$ cat src/design/kvts_pkg.sv
// package for the keyframe vector track sampler: types, constants, sequencer states
`timescale 1ns / 1ps
package kvts_pkg;
    localparam int MAX_KEYS_DEF        = 64;
    localparam int RATIO_FRAC_BITS_DEF = 16;
    localparam logic [31:0] ONE_Q16    = 32'h0001_0000;

    localparam logic [1:0] CMD_APPEND = 2'd0;
    localparam logic [1:0] CMD_QUERY  = 2'd1;
    localparam logic [1:0] CMD_CLEAR  = 2'd2;

    typedef enum logic [3:0] {
        ST_IDLE,
        ST_SCAN,
        ST_PREV,
        ST_DIV,
        ST_MUL,
        ST_DONE
    } state_t;

    // request from sequencer to the divider
    typedef struct packed {
        logic start;
    } div_ctl_t;
endpackage

$ cat src/design/kvts_lerp.sv
// shared multiply-add: prev + floor(diff * r >> frac), with diff and prev registered
`timescale 1ns / 1ps
module kvts_lerp #(
    parameter int RATIO_FRAC_BITS = kvts_pkg::RATIO_FRAC_BITS_DEF
) (
    input  logic                     clk,
    input  logic signed [31:0]       a,
    input  logic signed [31:0]       b,
    input  logic [RATIO_FRAC_BITS:0] ratio,
    output logic signed [31:0]       y
);
    localparam int PW = 34 + RATIO_FRAC_BITS;

    logic signed [32:0] diff_reg;
    logic signed [31:0] a_reg;
    logic signed [PW-1:0] prod;
    logic signed [PW-1:0] sh;

    always_ff @(posedge clk)
    begin
        diff_reg <= 33'(b) - 33'(a);
        a_reg    <= a;
    end

    assign prod = PW'(diff_reg) * $signed({1'b0, ratio});
    // arithmetic shift is a floor
    assign sh   = prod >>> RATIO_FRAC_BITS;
    assign y    = a_reg + sh[31:0];
endmodule

$ cat config.mk
export PLATFORM = sky130hd
export DESIGN_NAME = kvts_lerp
export DESIGN_NICKNAME = d
export VERILOG_FILES = /design/src/design/kvts_pkg.sv /design/src/design/kvts_lerp.sv
export SDC_FILE = /design/constraint.sdc
export NUM_CORES = 2
export LEC_CHECK = 0
export ABC_AREA = 1
export ABC_CLOCK_PERIOD_IN_PS = 8330
export BUFFER_PORTS_ARGS = -buffer_cell sky130_fd_sc_hd__buf_4
export CAP_MARGIN = 20
export CORE_MARGIN = 3
export CORE_UTILIZATION = 60
export CTS_CLUSTER_SIZE = 16
export DETAILED_ROUTE_END_ITERATION = 7
export GPL_ROUTABILITY_DRIVEN = 0
export HOLD_SLACK_MARGIN = 0.06
export PLACE_DENSITY = 0.78
export SLEW_MARGIN = 10
export SYNTH_ARGS = -nofsm -noshare
export SYNTH_HDL_FRONTEND = slang
export SYNTH_SLANG_ARGS = --single-unit
$ cat constraint.sdc
create_clock -name clk -period 8.33 [get_ports clk]
set_input_delay 0 -clock clk [delete_from_list [all_inputs] [get_ports clk]]
set_output_delay 0 -clock clk [all_outputs]
set_load 0.05 [all_outputs]
==> out/summary.txt <==
Mapped Area: 0.0251 mm2
critical path type: reg2out
crit-path max FO: 11
min Tclk post-route: 8.13 ns
CP max stage cell: dfxtp_1
Final Cell Area: 0.0270 mm2
Inst Count DP: 3920
top_reg_cell synth: dfxtp_1
total grt overflow: 0
clk slew on worst S/H paths: 0.07 ns
layout cell share with drive strength beyond 1: 7.35%
area post-placement: 0.0263 mm2
post-detail-place hpwl: 58.3 mm
worst hold stages: 4
Setup crit end kind: output port
vias in the first global route: 23200
synthesis-to-finish area growth: 7.88%
syn_nets: 4148
CP startpoint kind: flop
final std cells w/o fill: 3977
DR vias/cell: 5.46
yosys warns: 0
Synth Instances: 3375
largest area contributor in the netlist: fa_1
fin nets: 4213
Die W: 210 um
Avg Inst Size Synth: 7.42 um2
DR pass1 iterations: 6
sequential share of the synthesized area: 5.19%
DR vias: 21700
Final Max Tran Viols: 0
Cell Rows: 74
wire per inst: 17.5 um
Num CTS Buffers: 9
number of DRC markers in iteration 0: 1873
ANT nets after route: 0
ys async rst share: 0%
CTS tree: yes
worst hold-check path type: in2reg
core area: 0.0410 mm2
RSZ-0062 raised after global routing: no
Post-synth EDFFs: 0
GRT Resource Usage Total: 32.6%
first-pass GRT wire length: 115 mm
post-synth top area share: 41.2%
clk sinks: 65
Die Y: 210 um
max reg flops: 33
port buffer count: 113
Slew @ Worst Pin: 0.903 ns
Hold Vio Cnt, Final: 0
CP dominant cell by count: fa_1
outcome: finished clean
highest clock rate: 123 MHz
slowest stage delay, CP: 0.58 ns
post-CTS setup buffer count: 0
Fin Hold WS: 0.0712 ns
largest net degree at the start of global routing: 34
initial antenna violation count: 2
io pins: 114
# setup viols final: 0
data required time at the worst endpoint: 8.33 ns
slew margin rel.: 39.7%
Area contributors post-synth: fa_1 (41%), inv_1 (15%), nand2_1 (12%)
Initial Util: 61.1%
Worst Path Arrival: 8.13 ns
CTS max path bufs: 2
synthesis-stage register bit count: 65
drc violations: 0
fillers: 3355
Netlist cell types: 51
Root Buffer: clkbuf_16
final setup TNS: 0 ns
period utilisation layout: 97.6%
die footprint: 0.0442 mm2
H-tree Lvls: 3
Total Wirelength: 69.6 mm
max_cap viols: 0
-- worst paths after layout --
kind	end	slack (ns)	start
worst min-delay path	diff_reg[1]	0.07	b[1]
worst max-delay path	y[29]	0.20	diff_reg[24]
-- synth_stat cells, types with 4 or more instances --
master / count
nand3_1: 65
a21oi_1: 124
clkbuf_1: 127
dfxtp_1: 65
a21o_1: 17
a21boi_0: 5
o21ai_1: 15
nor3_1: 9
inv_2: 10
o21a_1: 6
o21ai_2: 4
xnor2_1: 31
nor3_2: 6
a31oi_1: 7
o21bai_1: 16
a21oi_2: 11
nor2_1: 130
nand2_2: 14
fa_1: 516
nor2_2: 12
o21ai_0: 51
nand2_1: 822
inv_1: 1029
xor2_1: 57
nand4_1: 13
ha_1: 175
-- layout by cell type, fill, tap and decap left out, drive strengths merged, types with 10 or more instances in the layout --
master	instances
clkbuf	10
nor3	15
fa	516
xnor2	31
dfxtp	65
nor2	143
a21oi	135
dlygate4sd3	41
xor2	58
a21o	17
buf	143
nand4	13
o21bai	17
inv	1039
ha	175
nand2	836
nand3	67
o21ai	70
-- routing by layer --
metal,vias to the layer above,global-route usage [%],share of wire [%]
li1,9732,-,-
met3,222,5.92,10
met5,-,0,0
met2,1192,54.7,48
met4,0,12.1,4.4
met1,10600,42.8,38
-- worst max-delay path: cells and delay by family, from the launching register on --
| family | cells | cell delay (ns) |
|---|---|---|
| compound gates | 2 | 0.65 |
| xor+xnor | 2 | 0.52 |
| fa+ha+maj | 8 | 3.74 |
| buf+inv | 6 | 0.80 |
| flops | 1 | 0.58 |
| simple gates | 9 | 1.50 |
-- cell type report --
class	count	area [um2]	share of cell area (%)
Multi-Input combinational cell	2141	19400	71.6
Inverter	1039	3900	14.4
Timing Repair Buffer	184	1480	5.49
Sequential cell	65	1330	4.91
Tap cell	532	666	2.46
Clock buffer	10	229	0.847
Clock inverter	5	57.6	0.213
Antenna cell	1	2.50	0.00926
-- per-stage QoR --
step	setup slack, ns	util, %
detailed placement	0.738	64.1
global route	0.00329	65.9
CTS	0.317	65.8
finish	0.199	65.9
global placement	0.771	64.1
floorplan	1.18	-
-- what timing repair did --
action | in CTS | in global routing
hold buffers | 41 | 0
endpoints found under the setup margin | 0 | 11
hold endpoints to repair | 42 | 0
gates resized for setup | 0 | 24
-- kinds of logic (layout without fill, tap and decap cells) --
logic type,after synthesis,count (layout),share of synthesized area (%)
XOR/XNOR,89,89,3.14
buffers and inverters,1169,1238,17.5
adder cells (fa/ha/maj),691,691,50.0
AND/OR/NAND/NOR,1090,1090,17.7
other,0,1,0
flip-flops,65,65,5.19
AO/OA/AOI/OAI,271,271,6.41
Power is left out: the tool's default activity adds up to more than one toggle a clock period on the data nets, which glitch-free logic cannot reach.
