## src/design/kvts_pkg.sv

```systemverilog
// package for the keyframe vector track sampler: types, constants, sequencer states
`timescale 1ns / 1ps
package kvts_pkg;
    localparam int MAX_KEYS_DEF        = 64;
    localparam int RATIO_FRAC_BITS_DEF = 16;
    localparam logic [31:0] ONE_Q16    = 32'h0001_0000;

    localparam logic [1:0] CMD_APPEND = 2'd0;
    localparam logic [1:0] CMD_QUERY  = 2'd1;
    localparam logic [1:0] CMD_CLEAR  = 2'd2;

    typedef enum logic [3:0] {
        ST_IDLE,
        ST_SCAN,
        ST_PREV,
        ST_DIV,
        ST_MUL,
        ST_DONE
    } state_t;

    // request from sequencer to the divider
    typedef struct packed {
        logic start;
    } div_ctl_t;
endpackage

```

## src/design/kvts_div.sv

```systemverilog
// restoring divider, one quotient bit per cycle, clamps ratio to one
`timescale 1ns / 1ps
module kvts_div #(
    parameter int RATIO_FRAC_BITS = kvts_pkg::RATIO_FRAC_BITS_DEF
) (
    input  logic                       clk,
    input  logic                       rst_n,
    input  kvts_pkg::div_ctl_t         ctl,
    input  logic [32:0]                cur,
    input  logic [32:0]                span,
    output logic                       busy,
    output logic [RATIO_FRAC_BITS:0]   ratio
);
    localparam int NB = 33 + RATIO_FRAC_BITS;
    localparam int CW = $clog2(NB + 1);

    logic [NB-1:0] num_reg, num_next;
    logic [33:0]   rem_reg, rem_next;
    logic [NB-1:0] quo_reg, quo_next;
    logic [32:0]   den_reg, den_next;
    logic [CW-1:0] cnt_reg, cnt_next;
    logic          busy_reg, busy_next;
    logic [33:0]   shifted;

    always_comb
    begin
        num_next  = num_reg;
        rem_next  = rem_reg;
        quo_next  = quo_reg;
        den_next  = den_reg;
        cnt_next  = cnt_reg;
        busy_next = busy_reg;
        shifted   = {rem_reg[32:0], num_reg[NB-1]};
        if (ctl.start)
        begin
            num_next  = {cur, {RATIO_FRAC_BITS{1'b0}}};
            rem_next  = '0;
            quo_next  = '0;
            den_next  = span;
            cnt_next  = CW'(NB);
            busy_next = 1'b1;
        end
        else if (busy_reg)
        begin
            num_next = num_reg << 1;
            if (shifted >= {1'b0, den_reg})
            begin
                rem_next = shifted - {1'b0, den_reg};
                quo_next = {quo_reg[NB-2:0], 1'b1};
            end
            else
            begin
                rem_next = shifted;
                quo_next = {quo_reg[NB-2:0], 1'b0};
            end
            cnt_next = cnt_reg - 1'b1;
            if (cnt_reg == CW'(1))
                busy_next = 1'b0;
        end
    end

    always_ff @(posedge clk or negedge rst_n)
    begin
        if (!rst_n)
        begin
            busy_reg <= 1'b0;
            cnt_reg  <= '0;
        end
        else
        begin
            busy_reg <= busy_next;
            cnt_reg  <= cnt_next;
        end
    end

    always_ff @(posedge clk)
    begin
        num_reg <= num_next;
        rem_reg <= rem_next;
        quo_reg <= quo_next;
        den_reg <= den_next;
    end

    assign busy = busy_reg;
    // clamp to one
    assign ratio = (quo_reg > NB'({1'b1, {RATIO_FRAC_BITS{1'b0}}})) ?
                   {1'b1, {RATIO_FRAC_BITS{1'b0}}} : quo_reg[RATIO_FRAC_BITS:0];
endmodule

```

## config.mk

```make
export PLATFORM = sky130hd
export DESIGN_NAME = kvts_div
export DESIGN_NICKNAME = d
export VERILOG_FILES = /design/src/design/kvts_pkg.sv /design/src/design/kvts_div.sv
export SDC_FILE = /design/constraint.sdc
export NUM_CORES = 1
export LEC_CHECK = 0
export BUFFER_PORTS_ARGS = -buffer_cell sky130_fd_sc_hd__buf_2
export CORE_AREA = 2 2 138 154
export CTS_CLUSTER_SIZE = 20
export DETAILED_ROUTE_END_ITERATION = 6
export DIE_AREA = 0 0 140 156
export GPL_TIMING_DRIVEN = 0
export HOLD_SLACK_MARGIN = 0.03
export PLACE_DENSITY_LB_ADDON = 0.1
export SETUP_SLACK_MARGIN = 0.2
export SLEW_MARGIN = 15
export SYNTH_ARGS = -nofsm -noshare
export SYNTH_HDL_FRONTEND = slang
export SYNTH_SLANG_ARGS = --single-unit
```

## constraint.sdc

```tcl
create_clock -name clk -period 3.1 [get_ports clk]
set_clock_uncertainty 0.1 [all_clocks]
set_input_delay 0.465 -clock clk [delete_from_list [all_inputs] [get_ports clk]]
set_output_delay 0.465 -clock clk [all_outputs]
set_load 0.01 [all_outputs]
```

==> impl_summary.md, run 1 <==
Run status
The run finished, with violations left. The final reports fail on DRC, setup timing.

Layout
The final net count is 1018. Leaving out filler cells and counting taps, the final layout contains 1182. The relative area change from synthesis to final layout is 22.0%.

The flip-flop count of the largest register, all copies and words added is 49. The post-route core utilization is 48.2%. The number of diodes is 0. The layout cell share with drive strength beyond 1 is 22.7%. The finished cells cover 0.00978 mm².

Flow run
Max-cap violations in this run came to 0.

Timing
Static timing analysis puts the maximum clock frequency at 317 MHz. At the pin with the least slew margin, the transition time is 0.833 ns. After layout, the worst setup slack is -0.0516 ns. Setup repair after global routing could not meet its margin everywhere.

The final critical path takes up 102% of the cycle. The final critical-path required period is 3.15 ns. The final count of negative-setup-slack endpoints is 21. The number of endpoints with negative hold slack in the final report is 0.

The count of pins over their slew limit is 0. The relative slew slack is 44.5%. Final hold analysis gives a worst-case slack of 0.111 ns.

Clock tree
The clock tree synthesis step divided the H-tree into 4 levels. Counting along the longest clock path gives a buffer depth of 2. TritonCTS built the clock tree. The root buffer cell chosen for the clock tree is clkbuf_16.

For the worst-skew pair, the clock arrives at the later sink with an insertion delay of 0.42 ns. The number of CTS-inserted buffers is 17. The tree built by TritonCTS fans out to 155 sinks. After clock tree synthesis, the clock-pin slew on the worst setup and hold paths is 0.07 ns.

Drt
The total routed wirelength is 19200 µm. The first detailed-routing pass took 7 iterations. The final route contains 6191 vias. For this run, design rule violations remaining after detail routing come to 5.

The post-detailed-route via-to-cell ratio is 5.24. The count of antenna-violating nets left after detailed routing is 0. In the final routed layout, each cell accounts on average for 16.3 µm. The initial detailed-routing violation count is 341.

Global routing
The number of antenna violations at the first check in global routing was 0. The number of global-route vias before repair is 6327. The overflow left after global routing is 0. The global-route wire length before repair is 31100 µm.

In the global route stage, overall resource usage came out at 17.8%. Entering global routing, the biggest net connects 35 pins.

Worst setup path
The cell with the biggest individual delay on the critical path is edfxtp_1. The required arrival time at the worst endpoint is 3.29 ns. Along the worst path, the maximum fanout reaches 10. The most numerous cell type found on the critical path is inv_2. In this run the register-to-register setup slack is -0.05 ns. The number of cells on the worst reg-to-reg path is 14.

The data arrival time of the worst path is 3.34 ns. In this run the critical register-to-register path is captured at rem_reg[2]. STA classifies the critical path startpoint as a register. The category of cells accounting for the largest share of critical-path delay is compound AO/OA/AOI/OAI gates. The number of buffers and inverters on the critical path is 4. In this run the critical register-to-register path is launched from num_reg[48].

By startpoint and endpoint, the worst setup path is classified as reg2reg. On the worst path, the slowest cell contributes a delay of 0.41 ns. The signal on the critical path passes through inv_2, ha_4, inv_2, fa_2, a21o_1, a221o_1, o211ai_2, a31oi_4, a41oi_2, o41ai_4, buf_6, buf_12, mux2i_1, o21ai_1. STA classifies the critical path endpoint as a register.

Yosys
The most used flip-flop cell after synthesis is dfxtp_1. The post-synthesis average cell area is 10.3 µm². By instance count, the leading cell after synthesis is nor2_1. The synthesized net count is 880. The share of the synthesized area in the top cell type is 24.7%. Counting flops with a built-in enable in the synthesized netlist gives 66. By area the synthesized netlist is led by edfxtp_1, dfxtp_1, mux2i_1. The portion of the post-synthesis area used by sequential elements is 47.4%.

The number of register bits inferred by synthesis is 155. The count of different cell masters after synthesis is 64. Counting instances in the post-synthesis netlist gives the leading cell types as nor2_1, dfxtp_1, mux2i_1.

The synthesis warning total is 0. After synthesis, the share of flip-flops with an asynchronous set or reset is 4.52%. Summing every instance area after synthesis gives 0.00802 mm². The library cell occupying the most area in the post-synthesis netlist is edfxtp_1. The number of standard cells after synthesis is 775.

Worst hold path
The hold-critical path endpoint is den_reg[28]. The origin of the worst min-delay path is span[28]. The class of the tightest hold or removal check is in2reg.

Counting instances, the worst hold path has a depth of 1.

Floorplanning
The floorplan has 55 rows. The die span in x is 140 µm. The initial utilization of the core area, before any placement, comes to 39.5%.

The die covers 0.0218 mm². The vertical extent of the die is 156 µm. The I/O pin count is 87.

The placeable core region is 0.0203 mm².

Placed design
In this run, placement finished with an instance count of 1117. The detailed placement HPWL is 13500 µm. Buffers placed on the I/O ports in this run total 86.

The placement-stage cell area is 0.00877 mm². Routability-driven placement finished with a final weighted congestion of 0.859.

Pwr
The largest vdd supply drop is 407 µV. The power density over the cells is 786 mW/mm². The standby leakage power is 4.45 nW.
[worst register-to-register path: cells and delay by family, from the launching register on]
kind            cells  cell delay, ns
compound gates      7            1.39
buf+inv             4            0.48
fa+ha+maj           2            0.48
flops               1            0.41
mux                 1            0.17
[through the flow]
stage / total power, mW / TNS [ns] / worst slack (ns)
floorplan: 4.68 / 0 / 0.214
global placement: 5.28 / -15.21 / -0.381
detailed placement: 5.33 / -19.34 / -0.468
CTS: 7.64 / -3.28 / -0.133
global route: 8.14 / -3.62 / -0.161
finish: 7.69 / -0.669 / -0.0516
[metal layers]
layer | global-route usage [%] | routed length, µm | vias to the layer above
li1 | - | - | 3058
met4 | 7.55 | 541 | 0
met1 | 21.2 | 8480 | 2942
met2 | 30.9 | 9300 | 151
met5 | 0 | 0 | -
met3 | 3.99 | 911 | 40
[final cells by class]
class | instances | area, µm²
Timing Repair Buffer | 118 | 726
Fill cell | 1887 | 10500
Tap cell | 256 | 320
Timing Repair inverter | 1 | 7.51
Multi-Input combinational cell | 538 | 3970
Clock buffer | 19 | 475
Inverter | 47 | 180
Sequential cell | 155 | 3800
Clock inverter | 13 | 131
Buffer | 35 | 174
[placed cells by master (no fill, tap or decap), types with 6 or more instances in the layout]
cell type	synthesis	routed
nor3_1	6	6
and2_1	21	21
nand4_1	7	7
xor2_1	13	13
edfxtp_1	66	66
a211oi_1	13	11
buf_4	1	18
a21oi_1	29	29
nand2_1	48	48
mux2_2	32	32
o211ai_1	6	6
nor2_1	85	85
o21ai_1	23	23
inv_6	0	6
inv_1	47	44
nor4_1	16	15
xnor2_1	21	21
and3_1	7	7
o21ai_0	16	16
dfrtp_1	7	7
dfxtp_1	82	82
buf_2	0	86
mux2i_1	74	73
a21o_1	15	15
a31oi_1	6	6
nand3_1	6	6
ha_1	35	34
buf_6	3	15
clkbuf_16	0	19
clkbuf_1	26	23
[worst max-delay path by stage]
stage | startpoint | to | depth (start not counted)
2_1_floorplan | num_reg[48] | rem_reg[21] | 14
3_3_place_gp | ctl | num_reg[43] | 5
3_5_place_dp | ctl | num_reg[43] | 5
4_1_cts | num_reg[48] | rem_reg[1] | 14
5_1_grt | num_reg[48] | rem_reg[2] | 14
6_report | num_reg[48] | rem_reg[2] | 14
[where the power goes]
group	internal, mW	switching, mW
sequential	2.42	0.201
clock	1.20	0.924
combinational	1.32	1.63
total	4.93	2.76
[logic make-up after synthesis]
| group | synth area share [%] |
|---|---|
| simple gates | 12.9 |
| flops | 47.4 |
| compound gates | 12.4 |
| mux | 13.7 |
| buf+inv | 4.17 |
| fa+ha+maj | 5.71 |
| xor+xnor | 3.71 |
[repair_timing]
item | 4_1_cts | 5_1_grt
gates resized for setup | 11 | 30
setup buffers | 27 | 3
cloned | 2 | 0
hold endpoints to repair | 7 | 0
hold buffers | 1 | 0
pin swaps | 6 | 10
setup endpoints to repair | 77 | 77
Note: power is estimated with default switching activity, not from simulation.
==> run 2, diff against run 1 <==
- HOLD_SLACK_MARGIN: 0.03 -> unset
- TNS_END_PERCENT: unset -> 50
==> run 2 against run 1 <==
Effect of this change: the flow still finishes with violations (DRC, setup timing); core utilization about the same; non-clock buffer count shrank 2; global-route usage is the same; register-to-register slack hardly changed; hold slack is essentially flat; first-iteration DRC count is 5.9% lower; critical path type unchanged; largest power group unchanged.
==> impl_summary.md, run 2 (synthesis gave the netlist of run 1 again) <==
Run status
The run finished, with violations left. The checks that failed: DRC, setup timing.

Clock tree
The clock-pin slew of the registers on the worst-case setup and hold paths is 0.07 ns (about the same). The deepest level of the CTS H-tree is 4 (unchanged). TritonCTS built the clock tree. The number of sinks on the clock net is 155 (unchanged). The maximum number of buffers from clock root to sink is 2 (unchanged).

The number of CTS-inserted buffers was 17 (unchanged). The clock root buffer master is clkbuf_16. The clock network latency to the later pin of the worst-skew pair is 0.42 ns (about the same).

Floorplanning
The number of core rows is 55 (unchanged). The I/O pin count is 87 (unchanged). The vertical extent of the die was 156 µm (unchanged).

The die span in x came to 140 µm (unchanged). The effective utilization at floorplan is 39.5% (unchanged). The placeable core region is 0.0203 mm² (unchanged). The floorplan die area is 0.0218 mm² (unchanged).

Worst setup path
In this run the critical register-to-register path is launched from num_reg[48]. The endpoint kind of the worst setup timing path is a register. The largest fanout on the critical path is 10 (unchanged). The cell with the biggest individual delay on the critical path is edfxtp_1.

The setup slack on the worst flop-to-flop path is -0.05 ns (about the same). The critical path is of the reg2reg type. The worst reg2reg path depth is 14 (unchanged). The data arrival time of the worst path is 3.34 ns (about the same). The required arrival time at the worst endpoint is 3.29 ns (about the same). The longest individual stage delay on the worst path was 0.41 ns (about the same). The number of buffer and inverter instances along the worst setup path is 4 (unchanged). The most common cell type on the critical path is inv_2. Among cell families on the critical path, the largest total delay comes from compound AO/OA/AOI/OAI gates. The worst register-to-register path ends at rem_reg[2]. Traced cell by cell, the critical path runs through inv_2, ha_4, inv_2, fa_2, a21o_1, a221o_1, o211ai_2, a31oi_4, a41oi_2, o41ai_4, buf_6, buf_12, mux2i_1, o21ai_1. The kind of start point of the critical path is a register.

Layout
Leaving out fill and tap cells, the most frequent cell in the layout is buf_2. The flip-flop count of the largest register, all copies and words added is 49 (unchanged). The post-route core utilization is 48.2% (about the same). The layout cell share with drive strength beyond 1 came to 22.8% (+0.16 points). The final net count came to 1016 (-0.20%). The relative area change from synthesis to final layout came to 22.1% (about the same). The count of fill cells added during filler insertion is 1886 (-0.053%). In the layout the commonest cells are buf_2, nor2_1, dfxtp_1, mux2i_1, edfxtp_1.

The number of diodes was 0 (unchanged).

Worst hold path
The worst hold path cell count is 1 (unchanged). The hold-critical path endpoint is den_reg[23]. In this run the most critical hold path is launched from span[23].

The min-delay analysis places its worst path in the category in2reg.

Pwr
The standby leakage power is 4.45 nW (about the same). The total power after layout is 7.69 mW (about the same). The largest vdd supply drop is 408 µV (+0.28%).

The power density over the cells is 786 mW/mm² (about the same).

Drt
The initial detailed-routing violation count is 321 (-5.9%). The via count is 6184 (-0.11%). The average wire per cell in the routed design is 16.3 µm (+0.17%).

The count of antenna-violating nets left after detailed routing is 0 (unchanged). The total routed wirelength is 19200 µm (unchanged). The post-detailed-route via-to-cell ratio is 5.24 (about the same).

The first-pass iteration count of the detailed router is 7 (unchanged). The number of design rule violations left after detail routing was 6 (+1).

Placed design
The setup slack at placement is -0.468 ns (unchanged). The detailed placement HPWL is 13500 µm (unchanged). The final weighted congestion of routability-driven global placement is 0.859 (unchanged).

The number of input and output port buffers inserted came to 86 (unchanged).

Flow run
The max capacitance violation total came to 0 (unchanged).

Global routing
The overflow left after global routing is 0 (unchanged). The global routing usage summed across all routing layers was 17.8% (unchanged). The global-route wire length before repair is 31100 µm (unchanged). The number of antenna violations at the first check in global routing is 0 (unchanged). The number of global-route vias before repair is 6327 (unchanged).

The pin count of the biggest net entering global routing was 35 (unchanged).

Timing
The final count of negative-setup-slack endpoints was 23 (+9.5%). Setup repair after global routing could not meet its margin everywhere. The actual slew at the worst max-slew pin is 0.829 ns (-0.00464 ns).

The final sum of negative setup slack is -0.707 ns (-0.0380 ns). The final critical-path required period is 3.15 ns (+0.00131 ns). The count of pins over their slew limit was 0 (unchanged). The relative slew slack is 44.8% (+0.31 points).

The highest achievable clock rate came to 317 MHz (about the same). The ratio of final minimum period to clock period is 102% (about the same). The post-layout worst setup margin is -0.0529 ns (-0.00131 ns). The number of endpoints with negative hold slack in the final report was 0 (unchanged).
run 2: cell types whose count changed in the layout (fill, tap and decap cells not counted), sizes merged:
cell  delta
buf      -2
run 2: final cells by class:
cell class,instances,area [µm²],share of cell area (%)
Buffer,35,176,1.80
Clock buffer,19,475,4.86
Inverter,47,180,1.84
Timing Repair Buffer,116,711,7.26
Multi-Input combinational cell,538,3990,40.7
Sequential cell,155,3800,38.8
Clock inverter,13,131,1.34
Timing Repair inverter,1,7.51,0.0767
Tap cell,256,320,3.27
run 2: what timing repair did:
action,4_1_cts,5_1_grt
buffers inserted,27,1
resized for setup,11,35
endpoints found under the setup margin,77,77
gates cloned,2,0
hold buffers,1,0
pin swaps,6,11
hold endpoints to repair,7,0
run 2: worst max-delay path by stage:
| stage | from | end | slack, ns | cells past startpoint |
|---|---|---|---|---|
| CTS | num_reg[48] | rem_reg[1] | -0.13 | 14 |
| finish | num_reg[48] | rem_reg[2] | -0.05 | 14 |
| detailed placement | ctl | num_reg[43] | -0.47 | 5 |
| global placement | ctl | num_reg[43] | -0.38 | 5 |
| floorplan | num_reg[48] | rem_reg[21] | 0.21 | 14 |
| global route | num_reg[48] | rem_reg[2] | -0.16 | 14 |
run 2: layer usage:
layer	up-vias	GRT usage, %	wire length (µm)
met3	40	3.99	899
met5	-	0	0
met1	2946	21.2	8490
met4	0	7.55	539
met2	140	30.9	9300
li1	3058	-	-
run 2: where the power goes:
| group | switching (mW) | leakage [nW] | internal [mW] |
|---|---|---|---|
| sequential | 0.201 | 1.41 | 2.42 |
| clock | 0.924 | 0.302 | 1.19 |
| combinational | 1.64 | 2.73 | 1.32 |
run 2: metrics by stage:
step                      hold WS [ns]  instance area (µm²)  instances
final                            0.110                 9790       1180
after global routing            0.0942                 9790       1180
after CTS                       0.0910                 9650       1179
after detailed placement         0.210                 8770       1117
after global placement           0.200                 8770       1117
after floorplan                 0.0694                 8020        775
==> run 3, diff against run 2 <==
- CORE_AREA: 2 2 138 154 -> 2 2 174 193
- DIE_AREA: 0 0 140 156 -> 0 0 176 195
==> run 3 against run 2 <==
Effect of this change: the flow finishes with violations (setup timing); via count down 2.6%; design area up 1.4%; core utilization down 17 points; register-to-register slack gained 0.05 ns; sequential share of layout area is 0.52 points lower; wire length up 12%; cell count grew 13%; combinational power rose by 5%.
==> impl_summary.md, run 3 (synthesis gave the netlist of run 1 again) <==
Timing
The post-layout worst setup margin was -0.00297 ns (+0.0500 ns). The highest achievable clock rate was 322 MHz (+1.6%). The actual slew at the worst max-slew pin is 0.866 ns (+0.0380 ns). Setup repair after global routing could not meet its margin everywhere. The final sum of negative setup slack is -0.00297 ns (+0.704 ns). The number of endpoints with negative hold slack in the final report is 0 (unchanged). The relative slew slack came to 42.2% (-2.5 points). The count of pins over their slew limit is 0 (unchanged). The final critical-path required period is 3.10 ns (-0.0500 ns). The ratio of final minimum period to clock period is 100% (-1.6 points).

The final count of negative-setup-slack endpoints was 1 (-96%).

Clock tree
The number of sinks on the clock net is 155 (unchanged). The clock-pin slew of the registers on the worst-case setup and hold paths is 0.07 ns (about the same). The maximum number of buffers from clock root to sink came to 2 (unchanged). The deepest level of the CTS H-tree is 4 (unchanged).

The number of CTS-inserted buffers is 17 (unchanged). The TritonCTS clock tree is built. The root buffer cell chosen for the clock tree is clkbuf_16.

The clock network latency to the later pin of the worst-skew pair is 0.45 ns (+0.03 ns).

Drt
The first-pass iteration count of the detailed router is 4 (-3). The via count was 6025 (-2.6%). The total routed wirelength is 21600 µm (+12%). The post-detailed-route via-to-cell ratio was 4.51 (-14%).

The average wire per cell in the routed design came to 16.1 µm (-1.1%). The number of design rule violations left after detail routing came to 0 (-6). The initial detailed-routing violation count came to 232 (-28%).

The count of antenna-violating nets left after detailed routing is 0 (unchanged).

Placed design
The detailed placement HPWL came to 15400 µm (+14%). The number of input and output port buffers inserted was 86 (unchanged). The number of cells after detailed placement was 1287 (+15%).

The final weighted congestion of routability-driven global placement is 0.761 (-11%). The placement-stage cell area is 0.00898 mm² (+2.4%).

Global routing
The met3 track demand over resource in global routing is 3.13% (-0.86 points). The overflow left after global routing is 0 (unchanged). The pin count of the biggest net entering global routing is 35 (unchanged). In this run the most used layer during global routing was met2. The global-route wire length before repair is 34200 µm (+10%).

The met2 track demand over resource is 21.3% (-9.6 points). The number of antenna violations at the first check in global routing is 4 (+4). The number of global-route vias before repair is 6277 (-0.79%). The global routing usage summed across all routing layers is 12.9% (-4.8 points). The met1 usage is 16.4% (-4.8 points).

Worst hold path
The class of the tightest hold or removal check is in2reg. The path with the worst hold slack has its endpoint at den_reg[5]. The startpoint identified for the worst hold timing path is span[5].

The worst hold path cell count is 1 (unchanged).

Worst setup path
The worst reg2reg path depth is 14 (unchanged). The launching element of the worst setup path is num_reg[48]. STA classifies the critical path startpoint as a register. The type of the setup path with the least slack is reg2reg. The setup slack on the worst flop-to-flop path is -0.003 ns (+0.05 ns). The required arrival time at the worst endpoint is 3.33 ns (+0.04 ns). The endpoint kind of the worst setup timing path is a register.

The data arrival time of the worst path is 3.34 ns (about the same). The startpoint identified for the worst register-to-register timing path is num_reg[48]. The number of buffer and inverter instances along the worst setup path is 4 (unchanged).

The signal on the critical path passes through inv_2, ha_4, inv_2, fa_2, a21o_1, a221o_1, o211ai_2, a31oi_4, buf_6, buf_6, a21o_1, a41o_1, xnor2_2, o21ai_1. The cell with the biggest individual delay on the critical path is edfxtp_1. The longest individual stage delay on the worst path is 0.38 ns (-0.03 ns). The largest fanout on the critical path came to 2 (-8). The category of cells accounting for the largest share of critical-path delay is compound AO/OA/AOI/OAI gates. The endpoint of the worst-slack reg-to-reg timing path is rem_reg[26].

Layout
The number of non-filler instances in the completed layout is 1337 (+13%). The multi-input gate area in the final layout is 0.00405 mm² (+1.6%). The layout cell share with drive strength beyond 1 is 23.7% (+0.87 points). The final standard cell area without fillers came to 0.00992 mm² (+1.4%). The leading cell type in the layout, fill and taps excluded is buf_2.

The area used by sequential logic in the layout is 0.00380 mm² (unchanged). The flip-flop count of the largest register, all copies and words added is 49 (unchanged). The final net count is 1003 (-1.3%). Leaving out fill and tap cells, the most frequent cells in the layout are buf_2, nor2_1, dfxtp_1, mux2i_1, edfxtp_1. The number of diodes is 0 (unchanged).

Relative to the synthesized area, the layout overhead comes to 23.7%. The count of fill cells added during filler insertion is 3408 (+81%).

Pwr
The power density over the cells came to 789 mW/mm² (+0.38%). The largest vdd supply drop is 412 µV (+1.1%). The standby leakage power was 4.36 nW (-1.9%).

Floorplanning
The I/O pin count is 87 (unchanged). The number of core rows came to 69 (+25%). The placeable core region is 0.0322 mm² (+59%). The effective utilization at floorplan is 24.9% (-15 points). The die span in x was 176 µm (+26%).

The vertical extent of the die came to 195 µm (+25%). The floorplan die area came to 0.0343 mm² (+57%).

Run status
The final reports fail on setup timing. The run finished, with violations left.

Flow run
The max capacitance violation total was 0 (unchanged).
## run 3: changes by cell type in the layout (fill, tap and decap cells not counted), sizes merged
cell      before  now
clkinvlp       3    1
clkbuf        45   44
buf          124  114
bufinv         1    0
inv           55   56
## run 3: per-layer routing
| layer | wire length [µm] | up-vias |
|---|---|---|
| li1 | - | 3042 |
| met4 | 328 | 6 |
| met5 | 39 | - |
| met2 | 10300 | 72 |
| met3 | 762 | 21 |
| met1 | 10100 | 2884 |
## run 3: worst reg2reg max path, stage by stage (launching register included)
cell and delay, ns:
edfxtp_1 0.38, inv_2 0.09, ha_4 0.13, inv_2 0.03, fa_2 0.33, a21o_1 0.21
a221o_1 0.36, o211ai_2 0.24, a31oi_4 0.14, buf_6 0.15, buf_6 0.11, a21o_1 0.18
a41o_1 0.30, xnor2_2 0.19, o21ai_1 0.07
## run 3: area by class of cell
class                   instances  share of cell area, %
repair buffers                104                   6.09
clock inverters                12                  0.984
plain buffers                  35                   1.80
well taps                     426                   5.37
flip-flops and latches        155                   38.3
multi-input cells             538                   40.8
inverters                      47                   1.80
clock buffers                  20                   4.83
## run 3: power breakdown
part           internal (mW)  total, mW  switching [mW]
Combinational           1.42       3.11            1.69
Sequential              2.42       2.63           0.209
Clock                   1.14       2.09           0.948
## run 3: timing repair
item,CTS,global route
setup endpoints to repair,44,79
endpoints found under the hold margin,7,0
gates cloned,0,0
buffers inserted,12,5
gates resized for setup,16,36
pin swaps,19,17
hold buffers,1,0
## run 3: how the worst max path moves through the flow
stage | cells past startpoint | endpoint
2_1_floorplan | 14 | rem_reg[21]
3_3_place_gp | 5 | num_reg[42]
3_5_place_dp | 5 | rem_reg[15]
4_1_cts | 14 | rem_reg[15]
5_1_grt | 14 | rem_reg[11]
6_report | 14 | rem_reg[26]
## run 3: per-stage QoR
stage                     setup WS (ns)  hold WS (ns)  power (mW)  utilization [%]
after global placement           -0.684         0.223        5.43             27.9
after global routing             -0.121        0.0717        8.36             30.8
after floorplan                   0.214        0.0694        4.68                -
final                          -0.00297        0.0882        7.83             30.8
after detailed placement         -0.308         0.219        5.41             27.9
after CTS                       -0.0782        0.0591        7.79             30.3
